===== config.mk =====
export PLATFORM = sky130hd
export DESIGN_NAME = fuel_ordered_holding_queue
export DESIGN_NICKNAME = d
export VERILOG_FILES = /design/src/design/foq_pkg.sv /design/src/design/foq_ctrl.sv /design/src/design/foq_datapath.sv /design/src/design/fuel_ordered_holding_queue.sv
export SDC_FILE = /design/constraint.sdc
export NUM_CORES = 1
export LEC_CHECK = 0
export ABC_AREA = 1
export BUFFER_PORTS_ARGS = -buffer_cell sky130_fd_sc_hd__buf_2
export CAP_MARGIN = 10
export CORE_MARGIN = 4
export CORE_UTILIZATION = 40
export CTS_BUF_LIST = sky130_fd_sc_hd__clkbuf_16
export DETAILED_ROUTE_END_ITERATION = 10
export GPL_ROUTABILITY_DRIVEN = 0
export GPL_TIMING_DRIVEN = 0
export PLACE_DENSITY = 0.59
export SLEW_MARGIN = 20
export SYNTH_ARGS = -nofsm -noshare
export SYNTH_HDL_FRONTEND = slang
export SYNTH_SLANG_ARGS = --single-unit
export TNS_END_PERCENT = 20

===== constraint.sdc =====
create_clock -name clk_i -period 6.6 [get_ports clk_i]
set_clock_uncertainty 0.05 [all_clocks]
set_input_delay 1.32 -clock clk_i [delete_from_list [all_inputs] [get_ports clk_i]]
set_output_delay 1.32 -clock clk_i [all_outputs]
set_load 0.05 [all_outputs]

===== src/design/foq_pkg.sv =====
// ----------------------------------------------------------------------------
// foq_pkg: shared definitions of the fuel-ordered holding queue
// Opcodes, status codes, controller states and the command and status
// bundles that pass between the controller and the datapath.
// ----------------------------------------------------------------------------
package foq_pkg;

  localparam int ID_W   = 8;
  localparam int FUEL_W = 16;
  localparam int OCC_W  = 5;
  localparam int STAT_W = 2;

  localparam logic OP_INSERT = 1'b0;
  localparam logic OP_POP    = 1'b1;

  localparam logic [STAT_W-1:0] STATUS_OK    = 2'd0;
  localparam logic [STAT_W-1:0] STATUS_FULL  = 2'd1;
  localparam logic [STAT_W-1:0] STATUS_EMPTY = 2'd2;

  typedef struct packed {
    logic [ID_W-1:0]   id;
    logic [FUEL_W-1:0] fuel;
  } entry_t;

  typedef enum logic [2:0] {
    S_IDLE,
    S_DECODE,
    S_INS_CHECK,
    S_INS_CMP,
    S_POP_DATA,
    S_FINISH
  } state_e;

  // Commands from the controller to the datapath.
  typedef struct packed {
    logic capture;    // latch the accepted input word
    logic decode;     // set the result status from opcode and fill level
    logic idx_load;   // start the insert scan at the tail
    logic idx_dec;    // move the scan one entry toward the front
    logic rd_en;      // issue a memory read
    logic rd_head;    // read the front entry instead of the one before idx
    logic wr_en;      // write the memory at the scan position
    logic wr_new;     // write the new entry instead of the shifted one
    logic count_inc;  // one more entry held
    logic pop_take;   // take the front entry into the result, advance head
    logic out_load;   // move the result into the output register
  } cmd_t;

  // Status from the datapath to the controller.
  typedef struct packed {
    logic op_insert;
    logic full;
    logic empty;
    logic idx_zero;
    logic rd_greater;
    logic out_free;
  } stat_t;

endpackage


===== src/design/foq_ctrl.sv =====
// ----------------------------------------------------------------------------
// foq_ctrl: sequencer of the fuel-ordered holding queue
// Steps one item at a time through decode, the insertion scan or the pop,
// and hands the result to the output register.
// ----------------------------------------------------------------------------
module foq_ctrl (
  input  logic           clk_i,
  input  logic           rst_ni,
  input  logic           in_valid_i,
  output logic           in_ready_o,
  input  foq_pkg::stat_t stat_i,
  output foq_pkg::cmd_t  cmd_o
);

  foq_pkg::state_e state_q, state_d;

  always_ff @(posedge clk_i or negedge rst_ni) begin
    if (!rst_ni) begin
      state_q <= foq_pkg::S_IDLE;
    end else begin
      state_q <= state_d;
    end
  end

  always_comb begin
    state_d    = state_q;
    cmd_o      = '0;
    in_ready_o = 1'b0;
    case (state_q)
      foq_pkg::S_IDLE: begin
        in_ready_o = 1'b1;
        if (in_valid_i) begin
          cmd_o.capture = 1'b1;
          state_d       = foq_pkg::S_DECODE;
        end
      end
      foq_pkg::S_DECODE: begin
        cmd_o.decode = 1'b1;
        if (stat_i.op_insert) begin
          if (stat_i.full) begin
            state_d = foq_pkg::S_FINISH;
          end else begin
            cmd_o.idx_load = 1'b1;
            state_d        = foq_pkg::S_INS_CHECK;
          end
        end else begin
          if (stat_i.empty) begin
            state_d = foq_pkg::S_FINISH;
          end else begin
            cmd_o.rd_en   = 1'b1;
            cmd_o.rd_head = 1'b1;
            state_d       = foq_pkg::S_POP_DATA;
          end
        end
      end
      foq_pkg::S_INS_CHECK: begin
        if (stat_i.idx_zero) begin
          cmd_o.wr_en     = 1'b1;
          cmd_o.wr_new    = 1'b1;
          cmd_o.count_inc = 1'b1;
          state_d         = foq_pkg::S_FINISH;
        end else begin
          cmd_o.rd_en = 1'b1;
          state_d     = foq_pkg::S_INS_CMP;
        end
      end
      foq_pkg::S_INS_CMP: begin
        cmd_o.wr_en = 1'b1;
        if (stat_i.rd_greater) begin
          cmd_o.idx_dec = 1'b1;
          state_d       = foq_pkg::S_INS_CHECK;
        end else begin
          cmd_o.wr_new    = 1'b1;
          cmd_o.count_inc = 1'b1;
          state_d         = foq_pkg::S_FINISH;
        end
      end
      foq_pkg::S_POP_DATA: begin
        cmd_o.pop_take = 1'b1;
        state_d        = foq_pkg::S_FINISH;
      end
      foq_pkg::S_FINISH: begin
        if (stat_i.out_free) begin
          cmd_o.out_load = 1'b1;
          state_d        = foq_pkg::S_IDLE;
        end
      end
      default: begin
        state_d = foq_pkg::S_IDLE;
      end
    endcase
  end

endmodule


===== src/design/foq_datapath.sv =====
// ----------------------------------------------------------------------------
// foq_datapath: storage and result path of the fuel-ordered holding queue
// Holds the entries in a ring memory sorted from head, the fill count, the
// scan index and the output register.
// ----------------------------------------------------------------------------
module foq_datapath #(
  parameter int QUEUE_DEPTH = 16
) (
  input  logic                        clk_i,
  input  logic                        rst_ni,
  input  foq_pkg::cmd_t               cmd_i,
  output foq_pkg::stat_t              stat_o,
  input  logic                        in_op_i,
  input  logic [foq_pkg::ID_W-1:0]    in_id_i,
  input  logic [foq_pkg::FUEL_W-1:0]  in_fuel_i,
  output logic                        out_valid_o,
  input  logic                        out_ready_i,
  output logic                        out_popped_valid_o,
  output logic [foq_pkg::ID_W-1:0]    out_popped_id_o,
  output logic [foq_pkg::FUEL_W-1:0]  out_popped_fuel_o,
  output logic [foq_pkg::OCC_W-1:0]   out_occupancy_o,
  output logic [foq_pkg::STAT_W-1:0]  out_status_o
);

  localparam int PTR_W = $clog2(QUEUE_DEPTH);
  localparam int CNT_W = $clog2(QUEUE_DEPTH + 1);
  localparam int SUM_W = CNT_W + 1;
  localparam logic [SUM_W-1:0] DEPTH_S = SUM_W'(QUEUE_DEPTH);
  localparam logic [CNT_W-1:0] DEPTH_C = CNT_W'(QUEUE_DEPTH);
  localparam logic [PTR_W-1:0] LAST_P  = PTR_W'(QUEUE_DEPTH - 1);

  foq_pkg::entry_t mem_q [QUEUE_DEPTH];
  foq_pkg::entry_t rd_q;

  logic                        op_q;
  logic [foq_pkg::ID_W-1:0]    id_q;
  logic [foq_pkg::FUEL_W-1:0]  fuel_q;
  logic [PTR_W-1:0]            head_q, head_d;
  logic [CNT_W-1:0]            count_q, count_d;
  logic [CNT_W-1:0]            idx_q, idx_d;
  logic [CNT_W-1:0]            idx_prev;

  logic                        res_valid_q;
  logic [foq_pkg::ID_W-1:0]    res_id_q;
  logic [foq_pkg::FUEL_W-1:0]  res_fuel_q;
  logic [foq_pkg::STAT_W-1:0]  res_status_q;

  logic                        m_valid_q;
  logic                        m_pvalid_q;
  logic [foq_pkg::ID_W-1:0]    m_id_q;
  logic [foq_pkg::FUEL_W-1:0]  m_fuel_q;
  logic [foq_pkg::OCC_W-1:0]   m_occ_q;
  logic [foq_pkg::STAT_W-1:0]  m_status_q;

  logic [PTR_W-1:0]            wr_addr, rd_addr;
  foq_pkg::entry_t             wr_data;

  // Logical position behind head to physical address, with one wrap.
  function automatic logic [PTR_W-1:0] phys(input logic [PTR_W-1:0] head,
                                            input logic [CNT_W-1:0] pos);
    logic [SUM_W-1:0] sum;
    sum = SUM_W'(head) + SUM_W'(pos);
    if (sum >= DEPTH_S) begin
      sum = sum - DEPTH_S;
    end
    return sum[PTR_W-1:0];
  endfunction

  assign idx_prev = idx_q - CNT_W'(1);
  assign wr_addr  = phys(head_q, idx_q);
  assign rd_addr  = cmd_i.rd_head ? head_q : phys(head_q, idx_prev);
  assign wr_data  = cmd_i.wr_new ? foq_pkg::entry_t'{id: id_q, fuel: fuel_q} : rd_q;

  always_ff @(posedge clk_i) begin
    if (cmd_i.wr_en) begin
      mem_q[wr_addr] <= wr_data;
    end
    if (cmd_i.rd_en) begin
      rd_q <= mem_q[rd_addr];
    end
  end

  always_comb begin
    head_d  = head_q;
    count_d = count_q;
    idx_d   = idx_q;
    if (cmd_i.idx_load) begin
      idx_d = count_q;
    end else if (cmd_i.idx_dec) begin
      idx_d = idx_prev;
    end
    if (cmd_i.count_inc) begin
      count_d = count_q + CNT_W'(1);
    end else if (cmd_i.pop_take) begin
      count_d = count_q - CNT_W'(1);
      head_d  = (head_q == LAST_P) ? '0 : head_q + PTR_W'(1);
    end
  end

  always_ff @(posedge clk_i or negedge rst_ni) begin
    if (!rst_ni) begin
      head_q    <= '0;
      count_q   <= '0;
      idx_q     <= '0;
      m_valid_q <= 1'b0;
    end else begin
      head_q  <= head_d;
      count_q <= count_d;
      idx_q   <= idx_d;
      if (cmd_i.out_load) begin
        m_valid_q <= 1'b1;
      end else if (out_ready_i) begin
        m_valid_q <= 1'b0;
      end
    end
  end

  always_ff @(posedge clk_i) begin
    if (cmd_i.capture) begin
      op_q   <= in_op_i;
      id_q   <= in_id_i;
      fuel_q <= in_fuel_i;
    end
    if (cmd_i.decode) begin
      res_valid_q  <= 1'b0;
      res_id_q     <= '0;
      res_fuel_q   <= '0;
      if (op_q == foq_pkg::OP_INSERT) begin
        res_status_q <= stat_o.full ? foq_pkg::STATUS_FULL : foq_pkg::STATUS_OK;
      end else begin
        res_status_q <= stat_o.empty ? foq_pkg::STATUS_EMPTY : foq_pkg::STATUS_OK;
      end
    end
    if (cmd_i.pop_take) begin
      res_valid_q <= 1'b1;
      res_id_q    <= rd_q.id;
      res_fuel_q  <= rd_q.fuel;
    end
    if (cmd_i.out_load) begin
      m_pvalid_q <= res_valid_q;
      m_id_q     <= res_id_q;
      m_fuel_q   <= res_fuel_q;
      m_occ_q    <= foq_pkg::OCC_W'(count_q);
      m_status_q <= res_status_q;
    end
  end

  assign stat_o.op_insert  = (op_q == foq_pkg::OP_INSERT);
  assign stat_o.full       = (count_q == DEPTH_C);
  assign stat_o.empty      = (count_q == '0);
  assign stat_o.idx_zero   = (idx_q == '0);
  assign stat_o.rd_greater = (rd_q.fuel > fuel_q);
  assign stat_o.out_free   = !m_valid_q || out_ready_i;

  assign out_valid_o        = m_valid_q;
  assign out_popped_valid_o = m_pvalid_q;
  assign out_popped_id_o    = m_id_q;
  assign out_popped_fuel_o  = m_fuel_q;
  assign out_occupancy_o    = m_occ_q;
  assign out_status_o       = m_status_q;

endmodule


===== src/design/fuel_ordered_holding_queue.sv =====
// ----------------------------------------------------------------------------
// fuel_ordered_holding_queue: bounded queue sorted by ascending fuel
// Insert places an aircraft behind every held entry of equal or lower fuel;
// pop returns the entry with the least fuel. One result word per input word.
// ----------------------------------------------------------------------------
// Usage:
//   The input stream carries one command per word: tuser bit 0 selects
//   insert (0) or pop (1), tdata carries the aircraft id and fuel key.
//   Each command yields exactly one output word with the popped entry (or
//   zeros), the occupancy after the command and a status code.
//   The queue is a ring memory read through a registered port; an insert
//   walks from the tail toward the front, moving one larger entry at a time.
//   A pop simply advances the head pointer. The next word is taken in the
//   cycle after the result enters the output register.
//   Reset empties the queue at once; memory contents need no clearing since
//   only held entries are ever read.
//   A stalled receiver holds the result in the output register; a following
//   command is still accepted and processed, and waits only to deliver.
// ----------------------------------------------------------------------------
module fuel_ordered_holding_queue #(
  parameter int QUEUE_DEPTH = 16
) (
  input  logic        clk_i,
  input  logic        rst_ni,
  input  logic        s_axis_tvalid,
  output logic        s_axis_tready,
  input  logic [23:0] s_axis_tdata,   // aircraft_id[7:0], fuel_level[23:8]
  input  logic [0:0]  s_axis_tuser,   // opcode[0]
  output logic        m_axis_tvalid,
  input  logic        m_axis_tready,
  // popped_valid[0], popped_id[8:1], popped_fuel[24:9], occupancy[29:25],
  // status[31:30]
  output logic [31:0] m_axis_tdata
);

  foq_pkg::cmd_t  cmd;
  foq_pkg::stat_t stat;

  logic                        popped_valid;
  logic [foq_pkg::ID_W-1:0]    popped_id;
  logic [foq_pkg::FUEL_W-1:0]  popped_fuel;
  logic [foq_pkg::OCC_W-1:0]   occupancy;
  logic [foq_pkg::STAT_W-1:0]  status;

  foq_ctrl u_ctrl (
    .clk_i      (clk_i),
    .rst_ni     (rst_ni),
    .in_valid_i (s_axis_tvalid),
    .in_ready_o (s_axis_tready),
    .stat_i     (stat),
    .cmd_o      (cmd)
  );

  foq_datapath #(
    .QUEUE_DEPTH (QUEUE_DEPTH)
  ) u_datapath (
    .clk_i              (clk_i),
    .rst_ni             (rst_ni),
    .cmd_i              (cmd),
    .stat_o             (stat),
    .in_op_i            (s_axis_tuser[0]),
    .in_id_i            (s_axis_tdata[7:0]),
    .in_fuel_i          (s_axis_tdata[23:8]),
    .out_valid_o        (m_axis_tvalid),
    .out_ready_i        (m_axis_tready),
    .out_popped_valid_o (popped_valid),
    .out_popped_id_o    (popped_id),
    .out_popped_fuel_o  (popped_fuel),
    .out_occupancy_o    (occupancy),
    .out_status_o       (status)
  );

  assign m_axis_tdata = {status, occupancy, popped_fuel, popped_id, popped_valid};

  // The controller never grows the queue past its depth.
  a_no_overfill: assert property (@(posedge clk_i) disable iff (!rst_ni)
    cmd.count_inc |-> !stat.full)
    else $error("insert committed into a full queue");

  // A result is only moved into the output register when it has room.
  a_out_room: assert property (@(posedge clk_i) disable iff (!rst_ni)
    cmd.out_load |-> stat.out_free)
    else $error("output register overwritten while held");

  // A returned entry always carries the ok status.
  a_pop_status: assert property (@(posedge clk_i) disable iff (!rst_ni)
    (m_axis_tvalid && popped_valid) |-> (status == foq_pkg::STATUS_OK))
    else $error("popped entry with error status");

  // After a word is accepted the block is busy with it.
  a_busy_after_accept: assert property (@(posedge clk_i) disable iff (!rst_ni)
    (s_axis_tvalid && s_axis_tready) |=> !s_axis_tready)
    else $error("second word accepted while first in progress");

endmodule


# --- Yosys cells after proc, flatten, opt, wreduce, memory -nomap -nowiden ---
# Memory sizes are Yosys's and may differ from the RTL's. A register that Yosys moved wholly into a read port is not among the register bits.
# Index checks and enable logic that the tools add are counted.
word_totals:
  regBits: 102
  latch_bits: 0
  mem_bits_rw: 384
  rom_bits: 0
  in_bits: 29
  out_inout_bits: 34
  wordCells: 97
  n_memories: 1
op_classes:
  n_addsub: 8
  mul: 0
  n_div: 0
  magnitude_cmp: 3
  n_eq_ne: 9
  shift: 0
  mux: 47
  n_bitwise: 1
  n_reduce_logical: 11
mem_list:
  columns: ["memory", "words", "word_bits", "read_ports", "rd_clocked_by_memory_dff", "wr", "line", "source"]
  rows:
  - ["u_datapath.mem_q", 16, 24, 1, 1, 1, "foq_datapath.sv:32", "foq_pkg::entry_t mem_q [QUEUE_DEPTH];"]
op_table:
  columns: ["cell", "n"]
  rows:
  - ["$mux W16", 2]
  - ["$mux W24", 1]
  - ["$mux W3", 7]
  - ["$mux W5", 4]
  - ["$mux W1", 18]
  - ["$pmux W3 S6", 1]
  - ["$gt A16 B16 Y1", 1]
  - ["$mux W4", 4]
  - ["$mux W8", 2]
  - ["$add A4 B5 Y6", 2]
  - ["$ge A6 B5 Y1 const B", 2]
  - ["$mux W2", 6]
  - ["$logic_not A5 Y1", 2]
  - ["$sub A5 B1 Y5 const B", 2]
  - ["$reduce_bool A2 Y1", 4]
  - ["$sub A4 B1 Y4 const B", 2]
  - ["$eq A3 B2 Y1 const B", 2]
  - ["$eq A3 B3 Y1 const B", 2]
  - ["$pmux W3 S2", 1]
  - ["$add A5 B1 Y5 const B", 1]
  - ["$eq A5 B5 Y1 const B", 1]
  - ["$add A4 B1 Y4 const B", 1]
  - ["$eq A4 B4 Y1 const B", 1]
  - ["$ne A2 B2 Y1 const B", 2]
  - ["7 further kinds", 8]

# --- Depth between registers and ports, before layout ---
depth:
  depth_word: 6
  ltp_mapped: 25
  depth_no_buf: 24

# --- Hierarchy ---
# A second synthesis with hierarchy kept.
unflattened:
  hier_cells: 2167
  hier_area_um2: 22600.4
by_module_without_submodules:
  columns: ["mod", "instances", "cells_per_inst", "area_each_um2", "seq_area_each_um2"]
  rows:
  - ["foq_datapath", 1, 2114, 22296.4, 15139.5]
  - ["foq_ctrl", 1, 52, 296.5, 75.1]
  - ["fuel_ordered_holding_queue", 1, 1, 7.5, 0.0]

# --- Least setup slack after synthesis ---
# Ideal clock, no wire load.
synth_path:
  path_kind: "in2reg"
  from: "input s_axis_tvalid"
  to: "register u_datapath.fuel_q[0] in the netlist's numbering (enable)"
  setup_time_ns: 0.438
  arrival_ns: 3.115
  required_time_ns: 6.112
  path_slack_ns: 2.997
  stages: 2
  path_buffers: 0
  cell_sequence: "inv_1 -> nor3_1"
synth_lines:
  columns: ["element", "line", "source"]
  rows:
  - ["start: declaration", "fuel_ordered_holding_queue.sv:25", "input logic s_axis_tvalid,"]
  - ["end signal: assignment", "foq_datapath.sv:122", "fuel_q <= in_fuel_i;"]
  - ["end: declaration", "foq_datapath.sv:37", "logic [foq_pkg::FUEL_W-1:0] fuel_q;"]

# --- Worst setup path after layout ---
layout_path:
  from: "register u_datapath.fuel_q[15] in the netlist's numbering"
  to: "register u_datapath.count_q[4]"
layout_via:
  elab_chain_len: 4
  elab_cells_between_ends: 5
  classes_between: "order compare (1); mux (3); reduce/logical (1)"
layout_lines:
  columns: ["element", "line", "source"]
  rows:
  - ["$gt A16 B16 Y1 (*)", "foq_datapath.sv:152", "assign stat_o.rd_greater = (rd_q.fuel > fuel_q);"]
  - ["$mux W2 (*)", "foq_ctrl.sv:69", "if (stat_i.rd_greater) begin"]
  - ["$pmux W3 S2 (*)", "foq_ctrl.sv:29", "case (state_q)"]
  - ["$mux W5 / $reduce_bool A2 Y1 (equally long branches)", null, null]
  - ["end signal: assignment", "foq_datapath.sv:108", "count_q <= count_d;"]
  - ["end: declaration", "foq_datapath.sv:39", "logic [CNT_W-1:0] count_q, count_d;"]
# Mark *: on every way between the ends. The rest lies on a longest branch, timed or not.
# A chain may end at the register's enable or synchronous reset.

==> flow_summary.toml <==
[final_layout]
nNetsFinal = 2311
register_area_sq_um = 15210
multiInputGateArea_sq_um = 5070
nFillCells = 4979
syn2layout_area_growth_pct = 16.53
layout-drive-gt1-share = 0.1134

[grt]
antenna_found_initial = 1
grt_max_degree = 28
grt_overflow = 0
grtUsageTotal = 0.1857
grt_first_pass_wirelength_um = 84680
grt_pass1_vias = 14700

[cts]
cts_tree = "done"
cts.clk_slew.worst_paths_ns = 0.06
insertion_delay_ns = 0.61
postCtsSetupRepairBufs = 0
ctsResizeCount = 0
ctsHoldBuffers = 0
cts_made_buffers = 53
cts-root-buf = "clkbuf_16"
clock-sinks = 510
clk_path_buf_depth = 3
cts.htree.levels = 2

[routing]
drt_first_pass_iters = 6
wl_per_cell_um = 18.31
viasPerCell = 4.916
postRouteAntennaNets = 0
vias = 14950
drc_errors = 0
drtIter0Drc = 1476
totalWireLength_um = 55710

[setup_path]
path_delay_family = "buffers and inverters"
path_common_cell = "nand2_1"
cp.depth = 20
startpoint_type = "flop"
crit_type = "reg -> reg"
crit_arrival_ns = 4.47
cp_slowest_stage_delay_ns = 0.67
reg2reg_slack_ns = 2.56
required_ns = 7.03
r2r-start = "u_datapath.fuel_q[15]$_DFFE_PP_"
critPathSlowestCell = "clkbuf_1"
end_kind = "flop"
path_buf_inv = 4
r2r_cells = 20
crit_path_end = "u_datapath.count_q[4]$_DFFE_PN0P_"
critical_path_peak_fanout = 10
crit_chain = "inv_1, ha_1, a21oi_1, o21ai_0, a21oi_1, nand2_1, nand2_1, nand2_1, nand2_1, clkbuf_1, inv_1, fa_1, nand2_1, nand2_1, a21oi_1, inv_1, nand3_1, nand2_1, nand2_1, nand2_1"
cp-startpoint = "u_datapath.fuel_q[15]$_DFFE_PP_"
regToRegEndpoint = "u_datapath.count_q[4]$_DFFE_PN0P_"

[die]
start_util = 0.4041
dieArea_sq_um = 59490
rows = 86
die_y_um = 243.9
core_sq_um = 55090
io_pins = 63
die-width_um = 243.9

[place]
port_buffers = 62
place_hpwl_um = 39080

[synthesis]
async_reset_ff_frac = 0.03529
syn_area_sq_um = 22260
synth-edff-count = 491
synth_seq_area_share = 0.6834
synth_seq_cells = 510
synthFlopType = "edfxtp_1"
synth.most_common_cell = "edfxtp_1"
ys_warn_count = 0
synthCells = 2102
yosys-top-cells-area = "edfxtp_1 (66%), nand3_1 (9.1%), inv_1 (7.9%), nand2_1 (7.8%), dfrtp_1 (2.0%)"
synth_cell_types = 29
yosys.area.top_type = "edfxtp_1"
syn_nets = 2161
yosysTopAreaCellShare = 0.6623
synth_commonest_cells = "edfxtp_1 (491), inv_1 (467), nand2_1 (461), nand3_1 (407), nor2_1 (57)"
syn_avg_cell_area_sq_um = 10.59

[timing]
grt_setup_unrepaired = "false"
worst_slew_pin_slew_ns = 1.012
fmax_mhz = 247.5
maxSlewViolCount = 0
fin_tns_setup_ns = 0
finalCritPeriodShare = 0.6123
max-slew-margin-rel = 0.3237
min_period_ns = 4.041
setup_viol = 0
hold_violations = 0

[worst_hold_path]
min_path_type = "reg -> reg"

[outcome]
status = "complete, no violations"

[job]
maxCapViolations = 0
-- per-layer routing --
layer / vias up / global-route usage / wire (um)
met5: - / 0 / 16
met4: 2 / 0.06869 / 1665
met3: 115 / 0.02928 / 3971
met2: 545 / 0.3099 / 26540
met1: 7153 / 0.2469 / 23520
li1: 7139 / - / -
-- flip-flops by register name, indices dropped and copies added, names as in the netlist, 8 cells and up --
name	cells
u_datapath.out_popped_id_o	8
u_datapath.res_fuel_q	16
u_datapath.fuel_q	16
u_datapath.out_popped_fuel_o	16
u_datapath.id_q	8
u_datapath.res_id_q	8
u_datapath.mem_q	384
u_datapath.rd_q	24
-- layout make-up --
cell class,instances,area share
Sequential cell,510,0.5865
Multi-Input combinational cell,1035,0.1954
Inverter,468,0.06771
Clock buffer,55,0.05305
Tap cell,748,0.03608
Timing Repair Buffer,95,0.03231
Buffer,89,0.01582
Clock inverter,41,0.01302
Antenna cell,1,0.00009646
-- kinds of logic after synthesis --
logic type / after synthesis / synth area share
AND/OR/NAND/NOR: 938 / 0.1834
XOR/XNOR: 12 / 0.005058
adder cells (fa/ha/maj): 30 / 0.01787
buffers and inverters: 557 / 0.09734
AO/OA/AOI/OAI: 55 / 0.01293
flip-flops: 510 / 0.6834
-- worst min path at each step --
stage | from | to | slack, ns | depth (start not counted)
after CTS | u_datapath.res_fuel_q[11]$_SDFFCE_PN0P_ | u_datapath.out_popped_fuel_o[11]$_DFFE_PP_ | 0.36 | 0
after global placement | u_datapath.res_fuel_q[12]$_SDFFCE_PN0P_ | u_datapath.out_popped_fuel_o[12]$_DFFE_PP_ | 0.35 | 0
final | u_datapath.res_fuel_q[11]$_SDFFCE_PN0P_ | u_datapath.out_popped_fuel_o[11]$_DFFE_PP_ | 0.36 | 0
after detailed placement | u_datapath.res_fuel_q[9]$_SDFFCE_PN0P_ | u_datapath.out_popped_fuel_o[9]$_DFFE_PP_ | 0.35 | 0
after floorplan | u_datapath.res_fuel_q[0]$_SDFFCE_PN0P_ | u_datapath.out_popped_fuel_o[0]$_DFFE_PP_ | 0.35 | 0
after global routing | u_datapath.res_fuel_q[11]$_SDFFCE_PN0P_ | u_datapath.out_popped_fuel_o[11]$_DFFE_PP_ | 0.37 | 0
-- cells in the final DEF (no fill, tap or decap), types with 2 or more instances in the layout --
master	instances
o21ai_1	10
edfxtp_1	491
nand4_1	5
nand3_1	407
a21o_1	2
nor2_4	18
clkinv_2	10
xnor2_1	5
buf_6	5
o21ai_0	16
clkinv_1	15
fa_1	3
bufinv_16	6
nor2_1	40
clkbuf_16	55
inv_6	2
buf_2	111
clkbuf_1	34
dfrtp_1	18
buf_12	11
buf_16	6
nand2_1	461
o21ai_2	16
buf_1	3
buf_4	13
a21oi_1	10
nor3_1	4
xor2_1	6
inv_1	474
ha_1	27
-- through the flow --
stage	cell area, sq um	cells	hold slack (ns)	setup slack, ns	utilization
CTS	25940	3041	0.3595	2.594	0.4708
global route	25940	3041	0.3697	2.186	0.4708
global placement	23510	2912	0.3508	1.812	0.4267
floorplan	22260	2102	0.3503	2.997	-
detailed placement	24230	2945	0.3545	2.663	0.4397
finish	25940	3042	0.3551	2.559	0.4709
Power is not shown: default switching activity piles up to over one toggle a cycle in this logic, so the estimate is an artifact.
